`config.mk`:
```
export PLATFORM = sky130hd
export DESIGN_NAME = csr_div
export DESIGN_NICKNAME = d
export VERILOG_FILES = /design/src/design/csr_pkg.sv /design/src/design/csr_div.sv
export SDC_FILE = /design/constraint.sdc
export NUM_CORES = 1
export LEC_CHECK = 0
export BUFFER_PORTS_ARGS = -buffer_cell sky130_fd_sc_hd__buf_2
export CORE_MARGIN = 2
export CORE_UTILIZATION = 45
export CTS_CLUSTER_SIZE = 10
export DETAILED_ROUTE_END_ITERATION = 16
export PLACE_DENSITY = 0.73
export SYNTH_ARGS = -nofsm -noshare
export SYNTH_HDL_FRONTEND = slang
export SYNTH_SLANG_ARGS = --single-unit
```
`constraint.sdc`:
```
create_clock -name clk -period 5.85 [get_ports clk]
set_clock_uncertainty 0.15 [all_clocks]
set_input_delay 0 -clock clk [delete_from_list [all_inputs] [get_ports clk]]
set_output_delay 0 -clock clk [all_outputs]
set_load 0.03 [all_outputs]
```
`src/design/csr_pkg.sv`:
```
// Shared constants, types and helpers for the controller smoothing ramp block.
// Used by the divider, the multiply-accumulate unit, the table and the top level.
// No dependencies.
package csr_pkg;

	// Default sizes for the top-level parameters.
	localparam int DEF_BLOCK_SAMPLES = 32;
	localparam int DEF_TABLE_SIZE    = 1024;

	// Fixed field widths.
	localparam int CTL_W     = 7;
	localparam int DATA_W    = 32;
	localparam int SKIP_W    = 6;
	localparam int ADDR_W    = 10;
	localparam int COEFF_W   = 16;
	localparam int CFG_IDX_W = 1;

	// Divider: 32-bit dividend, divisor up to 127, two quotient bits per cycle.
	localparam int DIV_N_W = 32;
	localparam int DIV_D_W = 7;

	// Wide enough for any skip field and for block lengths up to 127.
	localparam int CNT_W = 7;

	// Multiply-accumulate widths.
	localparam int MAC_A_W = 33;
	localparam int MAC_B_W = 18;
	localparam int MAC_P_W = MAC_A_W + MAC_B_W;
	localparam int ACC_W   = 66;

	// Full-scale controller value, the divisor of the normalization.
	localparam logic [DIV_D_W-1:0] CTL_SPAN = 7'd127;

	// Register indexes of the configuration port.
	localparam logic [CFG_IDX_W-1:0] CFG_COEFF     = 1'b0;
	localparam logic [CFG_IDX_W-1:0] CFG_USE_TABLE = 1'b1;

	// Request kinds.
	localparam logic REQ_TICK  = 1'b0;
	localparam logic REQ_TABLE = 1'b1;

	typedef struct packed {
		logic en;
		logic clr;
		logic shl;
	} mac_ctl_t;

	// Saturate a wide signed value to signed 32 bits.
	function automatic logic signed [DATA_W-1:0] sat32(input logic signed [ACC_W-1:0] v);
		logic [ACC_W-DATA_W:0] top_bits;
		top_bits = v[ACC_W-1:DATA_W-1];
		if (top_bits == '0 || top_bits == '1) begin
			return v[DATA_W-1:0];
		end else if (v[ACC_W-1]) begin
			return {1'b1, {(DATA_W-1){1'b0}}};
		end else begin
			return {1'b0, {(DATA_W-1){1'b1}}};
		end
	endfunction

endpackage

```
`src/design/csr_div.sv`:
```
// Radix-4 restoring divider: 32-bit unsigned dividend by a 7-bit divisor.
// Two quotient bits per cycle.
// Depends on csr_pkg for widths.
module csr_div (
	input  logic                          clk,
	input  logic                          arst_n,
	input  logic                          start,
	input  logic [csr_pkg::DIV_N_W-1:0]   dividend,
	input  logic [csr_pkg::DIV_D_W-1:0]   divisor,
	output logic                          busy,
	output logic [csr_pkg::DIV_N_W-1:0]   quot,
	output logic [csr_pkg::DIV_D_W-1:0]   rem
);

	localparam int STEPS = csr_pkg::DIV_N_W / 2;
	localparam int SW    = $clog2(STEPS);
	localparam int RW    = csr_pkg::DIV_D_W + 1;

	logic                        busy_q;
	logic [SW-1:0]               cnt_q;
	logic [csr_pkg::DIV_N_W-1:0] quo_q;
	logic [csr_pkg::DIV_D_W-1:0] rem_q;
	logic [csr_pkg::DIV_D_W-1:0] den_q;

	logic [RW-1:0] den_ext;
	logic [RW-1:0] r1, r1n, r2, r2n;
	logic          ge1, ge2;

	always_comb begin
		den_ext = {1'b0, den_q};
		r1      = {rem_q, quo_q[csr_pkg::DIV_N_W-1]};
		ge1     = r1 >= den_ext;
		r1n     = ge1 ? r1 - den_ext : r1;
		r2      = {r1n[csr_pkg::DIV_D_W-1:0], quo_q[csr_pkg::DIV_N_W-2]};
		ge2     = r2 >= den_ext;
		r2n     = ge2 ? r2 - den_ext : r2;
	end

	always_ff @(posedge clk or negedge arst_n) begin
		if (!arst_n) begin
			busy_q <= 1'b0;
			cnt_q  <= '0;
		end else if (start) begin
			busy_q <= 1'b1;
			cnt_q  <= '0;
		end else if (busy_q) begin
			if (cnt_q == SW'(STEPS - 1)) begin
				busy_q <= 1'b0;
			end
			cnt_q <= cnt_q + SW'(1);
		end
	end

	always_ff @(posedge clk) begin
		if (start) begin
			quo_q <= dividend;
			rem_q <= '0;
			den_q <= divisor;
		end else if (busy_q) begin
			quo_q <= {quo_q[csr_pkg::DIV_N_W-3:0], ge1, ge2};
			rem_q <= r2n[csr_pkg::DIV_D_W-1:0];
		end
	end

	assign busy = busy_q;
	assign quot = quo_q;
	assign rem  = rem_q;

endmodule

```
==> flow_metrics.py <==
metrics = {
    "final_layout": {
        "final_cell_mix": "buf_2 (81), dlygate4sd3_1 (41), edfxtp_1 (39), mux2_2 (34), nor2_1 (19)",
        "final_cell_count_no_fill": 431,
        "antenna-diode-count": 0,
        "drive_gt1_frac": 0.362,
        "fin_nets": 414,
        "final_common_cell": "buf_2",
        "syn_to_final_growth_pct": 35.1,
    },
    "logic_synthesis": {
        "synth-edff-count": 39,
        "synthesis.area_um2": 2840,
        "syn_inst": 232,
        "synthDistinctLibCells": 49,
        "yosysSeqAreaShare": 0.505,
        "synth-seq-cells": 51,
        "ys.flop_type": "edfxtp_1",
        "syn_avg_cell_area_um2": 12.3,
        "syn_nets": 291,
        "async_flop_share": 0.0980,
        "yosys_warnings": 0,
    },
    "clock_network": {
        "post_cts_resized": 0,
        "clock_sinks": 51,
        "cts_tree": "done",
        "cts_hold_buf": 41,
        "clock-root-buffer": "clkbuf_8",
        "clockBufferDepth": 2,
        "h-tree-depth": 2,
        "cts_buffers": 5,
        "post_cts_buffers": 0,
        "clk_latency_ns": 0.30,
        "clkTransAtPathRegs_ns": 0.10,
    },
    "floorplanning": {
        "start_util": 0.472,
        "placementRows": 28,
        "die-area_um2": 6970,
        "num_io_pins": 82,
        "die_w_um": 83.5,
        "core_area_um2": 6030,
        "die_height_um": 83.5,
    },
    "setup_path": {
        "worstSetupPathType": "flop to flop",
        "crit_chain": "inv_1, ha_1, inv_1, fa_1, a211oi_2, o21ai_1, a41oi_2, mux2_2, ha_1, nor2b_1, o31ai_1, a21oi_1, a211oi_2, nand2_1, mux2_2",
        "start_kind": "flop",
        "cp.arrival_ns": 4.83,
        "cp.buffers_inverters": 2,
        "cpMaxStageDelayCell": "a41oi_2",
        "required_ns": 5.77,
        "cp_max_fo": 12,
        "endpoint_kind": "flop",
        "slowest_delay_ns": 0.60,
        "crit_family": "compound AO/OA/AOI/OAI gates",
    },
    "routing": {
        "initialDrtViolationCount": 187,
        "wire_per_inst_um": 16.5,
        "ant_nets": 0,
        "avgViaCountPerCell": 5.40,
        "firstDrtPassIters": 4,
        "wirelength_um": 7100,
        "vias": 2328,
        "drc": 0,
    },
    "power": {
        "p_clk_frac": 0.155,
        "sequentialPowerShare": 0.311,
        "switching_share": 0.415,
        "p_int_mw": 0.949,
        "pwr-share-comb": 0.533,
        "irDropWorstVdd_v": 0.000240,
        "p_total_mw": 1.62,
        "powerDensity_nw_per_um2": 422,
        "p_leak_nw": 1.69,
        "switchingPower_mw": 0.673,
    },
    "timing": {
        "setup_violations": 0,
        "finalCritPeriodShare": 0.839,
        "slew_violations": 0,
        "final.setup.tns_ns": 0,
        "holdWs_ns": 0.160,
        "tightest_slew_ns": 0.661,
        "rsz0062_at_grt": "false",
        "fin_crit_ns": 4.91,
        "finalHoldViolations": 0,
        "max_freq_mhz": 204,
        "relSlewSlack": 0.560,
    },
    "grt": {
        "grt_max_degree": 48,
        "first_global_vias": 2403,
        "antenna_found_initial": 0,
        "grt_first_pass_wirelength_um": 11600,
        "grt_use_total": 0.207,
        "grt_overflow": 0,
    },
    "status": {
        "outcome": "completed",
    },
    "placed_design": {
        "routabilityCongestion": 0.873,
        "io_buffers": 81,
        "hpwl_um": 4830,
        "place_inst": 382,
    },
    "min_path": {
        "hp-class": "input pin to flop",
    },
    "flow_run": {
        "max_cap_viol_count": 0,
    },
}
metrics by stage:
step                       util  setup slack [ns]  instance area [um2]
final                     0.638             0.942                 3840
after global placement    0.550              1.15                 3320
after CTS                 0.638              1.01                 3840
after floorplan               -              1.44                 2840
after global routing      0.638             0.662                 3840
after detailed placement  0.550              1.03                 3320
sequential cells by signal (all words and copies together), names as in the netlist:
signal  count
quot       32
den_q       7
rem         7
cnt_q       4
busy        1
cell families (layout without fill, tap and decap cells):
logic type	count (synthesis)	in the layout	share of synthesized area
AND/OR/NAND/NOR	53	53	0.0924
flip-flops	51	51	0.505
AO/OA/AOI/OAI	44	44	0.121
multiplexers	38	38	0.149
buffers and inverters	23	147	0.0343
adder cells (fa/ha/maj)	17	17	0.0801
XOR/XNOR	6	6	0.0185
final timing paths:
kind | end | start | slack (ns) | depth (start not counted)
worst min register to register | cnt_q[3]$_DFFE_PN0P_ | cnt_q[3]$_DFFE_PN0P_ | 0.40 | 2
worst max register to register | quot[0]$_DFFE_PP_ | quot[31]$_DFFE_PP_ | 0.94 | 15
min in group asynchronous | cnt_q[3]$_DFFE_PN0P_ | arst_n | 0.45 | 3
max in group asynchronous | cnt_q[1]$_DFFE_PN0P_ | arst_n | 4.91 | 3
worst min-delay path | cnt_q[2]$_DFFE_PN0P_ | start | 0.16 | 3
worst max-delay path | quot[0]$_DFFE_PP_ | quot[31]$_DFFE_PP_ | 0.94 | 15
power by group through the flow:
stage / combinational, mW / sequential, mW / clock, mW
CTS: 0.855 / 0.506 / 0.256
finish: 0.865 / 0.505 / 0.252
floorplan: 0.555 / 0.604 / 0
detailed placement: 0.830 / 0.511 / 0
global placement: 0.829 / 0.511 / 0
global route: 0.939 / 0.515 / 0.265
synthesized netlist by cell type (4+ instances only):
cell,number,area [um2]
buf_1,4,15.0
ha_1,15,188
dfrtp_1,5,125
nand3_1,5,25.0
nor2_1,19,71.3
mux2_2,34,383
a311oi_1,4,35.0
nor2b_1,4,25.0
edfxtp_1,39,1170
a21oi_1,5,25.0
inv_1,14,52.6
nand2_1,8,30.0
dfxtp_1,7,140
o21ai_0,10,50.1
worst reg2reg max path, cell delays in order, from the launching register on:
cell and delay (ns):
edfxtp_1 0.39, inv_1 0.09, ha_1 0.17, inv_1 0.05, fa_1 0.41, a211oi_2 0.32, o21ai_1 0.14, a41oi_2 0.60
mux2_2 0.43, ha_1 0.33, nor2b_1 0.16, o31ai_1 0.35, a21oi_1 0.20, a211oi_2 0.36, nand2_1 0.22, mux2_2 0.31
layout make-up:
type,count,area (um2)
tap,75,93.8
fill,472,2180
timing repair buffer,124,831
clock buffer,5,68.8
multi-input combinational,158,1310
inverter,15,56.3
clock inverter,3,46.3
sequential,51,1440
metal layers:
| metal | part of all wire | global-route usage |
|---|---|---|
| met1 | 0.42 | 0.262 |
| met2 | 0.49 | 0.351 |
| met3 | 0.066 | 0.0495 |
| met4 | 0.017 | 0.0645 |
| met5 | 0 | 0 |
No activity file was read; power rests on OpenSTA's default activity.
