[src/design/csr_pkg.sv]
// Shared constants, types and helpers for the controller smoothing ramp block.
// Used by the divider, the multiply-accumulate unit, the table and the top level.
// No dependencies.
package csr_pkg;

	// Default sizes for the top-level parameters.
	localparam int DEF_BLOCK_SAMPLES = 32;
	localparam int DEF_TABLE_SIZE    = 1024;

	// Fixed field widths.
	localparam int CTL_W     = 7;
	localparam int DATA_W    = 32;
	localparam int SKIP_W    = 6;
	localparam int ADDR_W    = 10;
	localparam int COEFF_W   = 16;
	localparam int CFG_IDX_W = 1;

	// Divider: 32-bit dividend, divisor up to 127, two quotient bits per cycle.
	localparam int DIV_N_W = 32;
	localparam int DIV_D_W = 7;

	// Wide enough for any skip field and for block lengths up to 127.
	localparam int CNT_W = 7;

	// Multiply-accumulate widths.
	localparam int MAC_A_W = 33;
	localparam int MAC_B_W = 18;
	localparam int MAC_P_W = MAC_A_W + MAC_B_W;
	localparam int ACC_W   = 66;

	// Full-scale controller value, the divisor of the normalization.
	localparam logic [DIV_D_W-1:0] CTL_SPAN = 7'd127;

	// Register indexes of the configuration port.
	localparam logic [CFG_IDX_W-1:0] CFG_COEFF     = 1'b0;
	localparam logic [CFG_IDX_W-1:0] CFG_USE_TABLE = 1'b1;

	// Request kinds.
	localparam logic REQ_TICK  = 1'b0;
	localparam logic REQ_TABLE = 1'b1;

	typedef struct packed {
		logic en;
		logic clr;
		logic shl;
	} mac_ctl_t;

	// Saturate a wide signed value to signed 32 bits.
	function automatic logic signed [DATA_W-1:0] sat32(input logic signed [ACC_W-1:0] v);
		logic [ACC_W-DATA_W:0] top_bits;
		top_bits = v[ACC_W-1:DATA_W-1];
		if (top_bits == '0 || top_bits == '1) begin
			return v[DATA_W-1:0];
		end else if (v[ACC_W-1]) begin
			return {1'b1, {(DATA_W-1){1'b0}}};
		end else begin
			return {1'b0, {(DATA_W-1){1'b1}}};
		end
	endfunction

endpackage

[src/design/csr_mac.sv]
// Shared signed multiply-accumulate unit: registered 33x18 product, then a
// 66-bit accumulator that can clear and can weight the product by 2^16.
// Depends on csr_pkg for widths and the control struct.
module csr_mac (
	input  logic                                clk,
	input  logic                                arst_n,
	input  csr_pkg::mac_ctl_t                   ctl,
	input  logic signed [csr_pkg::MAC_A_W-1:0]  op_a,
	input  logic signed [csr_pkg::MAC_B_W-1:0]  op_b,
	output logic signed [csr_pkg::ACC_W-1:0]    acc
);

	csr_pkg::mac_ctl_t                   ctl_s1;
	logic signed [csr_pkg::MAC_P_W-1:0]  prod_s1;
	logic signed [csr_pkg::ACC_W-1:0]    acc_q;
	logic signed [csr_pkg::ACC_W-1:0]    prod_ext;
	logic signed [csr_pkg::ACC_W-1:0]    addend;

	always_comb begin
		prod_ext = csr_pkg::ACC_W'(prod_s1);
		addend   = ctl_s1.shl ? (prod_ext <<< 16) : prod_ext;
	end

	always_ff @(posedge clk or negedge arst_n) begin
		if (!arst_n) begin
			ctl_s1 <= '0;
		end else begin
			ctl_s1 <= ctl;
		end
	end

	always_ff @(posedge clk) begin
		prod_s1 <= op_a * op_b;
		if (ctl_s1.en) begin
			acc_q <= (ctl_s1.clr ? '0 : acc_q) + addend;
		end
	end

	assign acc = acc_q;

endmodule

[config.mk]
export PLATFORM = sky130hd
export DESIGN_NAME = csr_mac
export DESIGN_NICKNAME = d
export VERILOG_FILES = /design/src/design/csr_pkg.sv /design/src/design/csr_mac.sv
export SDC_FILE = /design/constraint.sdc
export NUM_CORES = 2
export LEC_CHECK = 0
export ABC_CLOCK_PERIOD_IN_PS = 5100
export BUFFER_PORTS_ARGS = -buffer_cell sky130_fd_sc_hd__buf_2
export CAP_MARGIN = 20
export CELL_PAD_IN_SITES_DETAIL_PLACEMENT = 1
export CELL_PAD_IN_SITES_GLOBAL_PLACEMENT = 1
export CORE_MARGIN = 4
export CORE_UTILIZATION = 51
export DETAILED_ROUTE_END_ITERATION = 8
export GPL_TIMING_DRIVEN = 0
export HOLD_SLACK_MARGIN = 0.05
export MAX_ROUTING_LAYER = met4
export PLACE_DENSITY = 0.92
export SLEW_MARGIN = 20
export SYNTH_ARGS = -nofsm -noshare
export SYNTH_HDL_FRONTEND = slang
export SYNTH_SLANG_ARGS = --single-unit
[constraint.sdc]
create_clock -name clk -period 5.1 [get_ports clk]
set_clock_uncertainty 0.05 [all_clocks]
set_input_delay 0.765 -clock clk [delete_from_list [all_inputs] [get_ports clk]]
set_output_delay 0.765 -clock clk [all_outputs]
set_load 0.01 [all_outputs]
==> results by group, run 1 <==
Status
  • Run status: did not finish
  • Failing step: global routing (5_1_grt)
  • Stop err: [ERROR GRT-0232] Routing congestion too high. Check the congestion heatmap in the GUI.

Placement
  • RePlAce Congestion: 1.007
  • Dpl hpwl: between 80000 and 90000 um
  • Port Buffer Count: 108
  • Placed Cells: slightly above 4000
  • Dpl cell area: approximately 30000 um^2

Floorplan
  • # IOs: about 120
  • Initial Util: 0.5163
  • Die W: 244.4 um
  • DIE HEIGHT: about 240 um
  • FP Rows: 86

Logic synthesis
  • Ranking of synthesized cells by area: fa_1 (40%), inv_1 (8.7%), ha_1 (8.3%), edfxtp_1 (7.0%), nand2_1 (5.8%)
  • Distinct cells, synth: 87
  • Mean Syn Cell Area: 8.977 um^2
  • Post-synthesis cell area: 28500 um^2
  • Syn Nets: around 4000
  • Post-Synthesis Cells: roughly 3200
  • Leading area contributor after synthesis: fa_1
  • Post-synth EDFFs: 66
  • Prevailing post-synth register cell: edfxtp_1
  • Post-synthesis sequential area ratio: 0.1080
  • Synth Register Bits: 120
  • Top cell type's share of synthesized area: 0.4004
  • Async SR Flop Fraction: 0.02500
  • Yosys Warn Count: 0

Clock tree
  • Root Buffer: clkbuf_16
  • H-tree levels: 4
  • Cts bufs inserted: 17
  • Max Root-Sink Buffers: 2
  • CTS Sinks: 120

Global routing
  • Gr usage total: 0.6829
  • GRT overflow: 60
  • Largest net degree at the start of global routing: 37

STA
  • GRT repair_timing worst endpoint: prod_s1[47]$_DFF_P_/D
  • Worst endpoint type: sequential cell input
[metal layers]
layer	GRT usage	GRT overflow
met5	-	-
met4	0.6744	34
met3	0.5183	0
met2	0.8482	25
met1	0.6506	1
[synth_stat cells, types with 35 or more instances]
cell	n
clkbuf_1	143
dfxtp_1	51
edfxtp_1	66
nor2b_1	93
xnor2_1	76
ha_1	188
a21o_1	65
nor2_1	98
fa_1	570
a21oi_1	111
xor2_1	35
and2_1	234
o21ai_0	39
inv_1	659
nand2_1	438
[cells by family after synthesis]
logic type / after synthesis / synth area share
simple gates: 980 / 0.1673
mux: 36 / 0.01414
compound gates: 356 / 0.08495
fa+ha+maj: 758 / 0.4829
flops: 120 / 0.1080
xor+xnor: 111 / 0.03411
buf+inv: 814 / 0.1087
[timing repair]
item | in CTS
cloned | 7
setup buffers | 84
hold endpoints to repair | 3
pin swaps | 103
hold buffers | 1
endpoints found under the setup margin | 53
gates resized for setup | 470
[metrics by stage]
| step | setup slack [ns] | setup TNS [ns] |
|---|---|---|
| floorplan | -1.546 | -29.40 |
| global placement | -2.822 | -71.74 |
| CTS | -1.708 | -39.56 |
| detailed placement | -3.003 | -83.70 |
==> run 2: changes to the inputs <==
CELL_PAD_IN_SITES_DETAIL_PLACEMENT = unset   (was 1)
CELL_PAD_IN_SITES_GLOBAL_PLACEMENT = unset   (was 1)
CORE_UTILIZATION = 40   (was 51)
HOLD_SLACK_MARGIN = unset   (was 0.05)
MAX_ROUTING_LAYER = unset   (was met4)
PLACE_DENSITY = unset   (was 0.92)
PLACE_DENSITY_LB_ADDON = 0.15   (was unset)
==> results by group, run 2 <==
Status
  • Run status: finished, violations left
  • Failing checks: negative setup slack

Clock tree
  • Cts bufs inserted: 17 (unchanged)
  • Latest clock arrival within the worst-skew pair: 0.44 ns
  • Max Root-Sink Buffers: 2 (unchanged)
  • H-tree levels: 4 (unchanged)
  • Clock-pin slew on the worst setup and hold paths: ~0.06 ns
  • CTS Sinks: 120 (unchanged)
  • CTS Hold Buffers Added: 0 (-1)
  • TritonCTS clock tree: done
  • Root Buffer: clkbuf_16

STA
  • Final Max Tran Viols: 0
  • Rel. slew slack: 0.4568
  • Worst Max-Slew Pin Slew: 0.8043 ns
  • Fmax: about 140 MHz
  • Final setup margin: -1.846 ns
  • Final Setup Violations: 37
  • Post-layout min period: 6.946 ns
  • Ratio of final minimum period to clock period: 1.362
  • Final Hold Viols: 0
  • RSZ-0062 raised after global routing: true

Setup path
  • Crit path arrival time: approximately 7.2 ns
  • Crit Path Class: input pin to flop
  • Worst-path maximum fanout: 6
  • Worst setup EP type: flop
  • CP Launch Type: input pin
  • Worst Path Required: 5.35 ns

Global routing
  • First-pass GRT wire length: about 150000 um
  • Largest net degree at the start of global routing: 50
  • Vias in the first global route: approximately 24000
  • GRT overflow: 0
  • Antenna violations before repair: 3
  • Gr usage total: 0.2549

Logic synthesis
  • Top cell type's share of synthesized area: 0.4004 (unchanged)
  • Count leader, synth: inv_1
  • Mean Syn Cell Area: 8.977 um^2 (unchanged)
  • Commonest cells in the netlist: inv_1 (659), fa_1 (570), nand2_1 (438)
  • Ranking of synthesized cells by area: fa_1 (40%), inv_1 (8.7%), ha_1 (8.3%), edfxtp_1 (7.0%), nand2_1 (5.8%)
  • Distinct cells, synth: 87 (unchanged)
  • Post-synthesis sequential area ratio: 0.1080 (unchanged)
  • Leading area contributor after synthesis: fa_1
  • Async SR Flop Fraction: 0.02500 (unchanged)
  • Post-Synthesis Cells: 3175 (unchanged)
  • Post-synthesis cell area: 28500 um^2 (unchanged)
  • Prevailing post-synth register cell: edfxtp_1
  • Yosys Warn Count: 0 (unchanged)
  • Syn Nets: 3989 (unchanged)
  • Post-synth EDFFs: 66 (unchanged)
  • Synth Register Bits: 120 (unchanged)

Route
  • Initial DRT Pass Iterations: 6
  • Residual DRC: 0
  • Antenna viol nets, final: 0
  • Final WL: approximately 95000 um
  • Drt via density: around 5.2
  • Vias: about 23000
  • Iteration-0 DRC Markers: 1534
  • Wire length per cell: roughly 22 um

Floorplan
  • Core box area: 70270 um^2
  • Initial Util: 0.4056 (-0.1107)
  • FP Rows: 97 (+13%)
  • # IOs: 122 (unchanged)
  • DIE HEIGHT: 274.9 um (+12%)
  • Die ar.: between 70000 and 80000 um^2
  • Die W: 274.9 um (+12%)

Layout
  • Max FFs per register: 66
  • Share of layout cells above drive strength 1: 0.1763
  • Area Overhead vs Synth: 20.21%
  • Most frequent cells in the layout: inv_1 (634), fa_1 (539), nand2_1 (430)
  • Commonest non-fill, non-tap cell in the layout: inv_1
  • Nets@finish: about 4200

Placement
  • Port Buffer Count: 108 (unchanged)
  • Dpl hpwl: 77300 um (-11%)
  • Worst slack, placed: -3.546 ns (-0.5433 ns)
  • RePlAce Congestion: 0.9562 (-5.0%)

Run
  • Number of max-cap violations: 0

Min path
  • Worst min-delay path class: input pin to asynchronous set/reset pin
-- run 2: cell counts after synthesis --
Identical to the previous run, type by type.
-- run 2: worst paths after layout --
check | start | to | slack, ns | cells past startpoint
worst min register to register | prod_s1[0] | acc[0] | 0.68 | 2
worst max-delay path | op_b[12] | prod_s1[47] | -1.85 | 25
worst max register to register | ctl_s1[1] | acc[62] | 0.31 | 15
min in group clk | ctl[0] | ctl_s1[0] | 0.39 | 1
max in group asynchronous | arst_n | ctl_s1[2] | 4.81 | 1
worst min-delay path | arst_n | ctl_s1[2] | 0.07 | 1
-- run 2: area by class of cell --
cell class                 instances  area [um^2]
sequential                       120         3082
fill                            6610        36010
timing repair buffer             203         1664
clock buffer                      19        432.9
buffer                           152         1863
clock inverter                    13        83.83
antenna                            2        5.005
inverter                         660         2494
multi-input combinational       2241        23460
tap                              940         1176
-- run 2: kinds of logic (layout without fill, tap and decap cells) --
| group | after synthesis | in the layout | share of synthesized area |
|---|---|---|---|
| AND/OR/NAND/NOR | 980 | 980 | 0.1673 |
| multiplexers | 36 | 36 | 0.01414 |
| adder cells (fa/ha/maj) | 758 | 758 | 0.4829 |
| buffers and inverters | 814 | 1047 | 0.1087 |
| other | 0 | 2 | 0 |
| flip-flops | 120 | 120 | 0.1080 |
| XOR/XNOR | 111 | 111 | 0.03411 |
| AO/OA/AOI/OAI | 356 | 356 | 0.08495 |
-- run 2: repair_timing --
action                                  in CTS  in global routing
pin swaps                                   68                110
resized for setup                          360                167
cloned                                       0                  0
endpoints found under the setup margin      50                 51
buffers inserted                            44                 51
-- run 2: metal layers --
metal | vias up | global-route usage | routed length (um)
li1 | 10160 | - | -
met5 | - | 0 | 0
met1 | 11530 | 0.3517 | 41360
met3 | 117 | 0.03864 | 6128
met4 | 0 | 0.05943 | 2206
met2 | 787 | 0.4259 | 44980
-- run 2: critical path, cell delays in order --
cell and delay [ns]:
buf_12 0.12, clkbuf_16 0.16, buf_6 0.12, and2_4 0.13, fa_1 0.54, inv_2 0.04, fa_1 0.53, inv_1 0.05
fa_1 0.53, fa_1 0.45, fa_1 0.50, inv_1 0.05, fa_1 0.49, inv_2 0.05, ha_4 0.29, and3_4 0.22
o2111ai_4 0.14, a31oi_4 0.23, o21a_4 0.19, o2111ai_4 0.16, a31o_4 0.28, o21a_4 0.21, or4_4 0.45, a311o_1 0.32
xnor2_2 0.15
-- run 2: per-stage QoR --
step,TNS [ns],cell area [um^2],cells,hold slack [ns],util
after floorplan,-29.40,29100,3175,0.4194,-
after detailed placement,-83.85,30850,4224,0.5147,0.4390
after global routing,-48.72,34260,4348,0.05375,0.4875
final,-42.98,34260,4350,0.07064,0.4875
after global placement,-82.58,30820,4223,0.5078,0.4386
after CTS,-41.29,33320,4298,0.05216,0.4742
Power of run 2 is left out: the tool's default activity adds up to more than one toggle a clock period on the data nets, which glitch-free logic cannot reach.
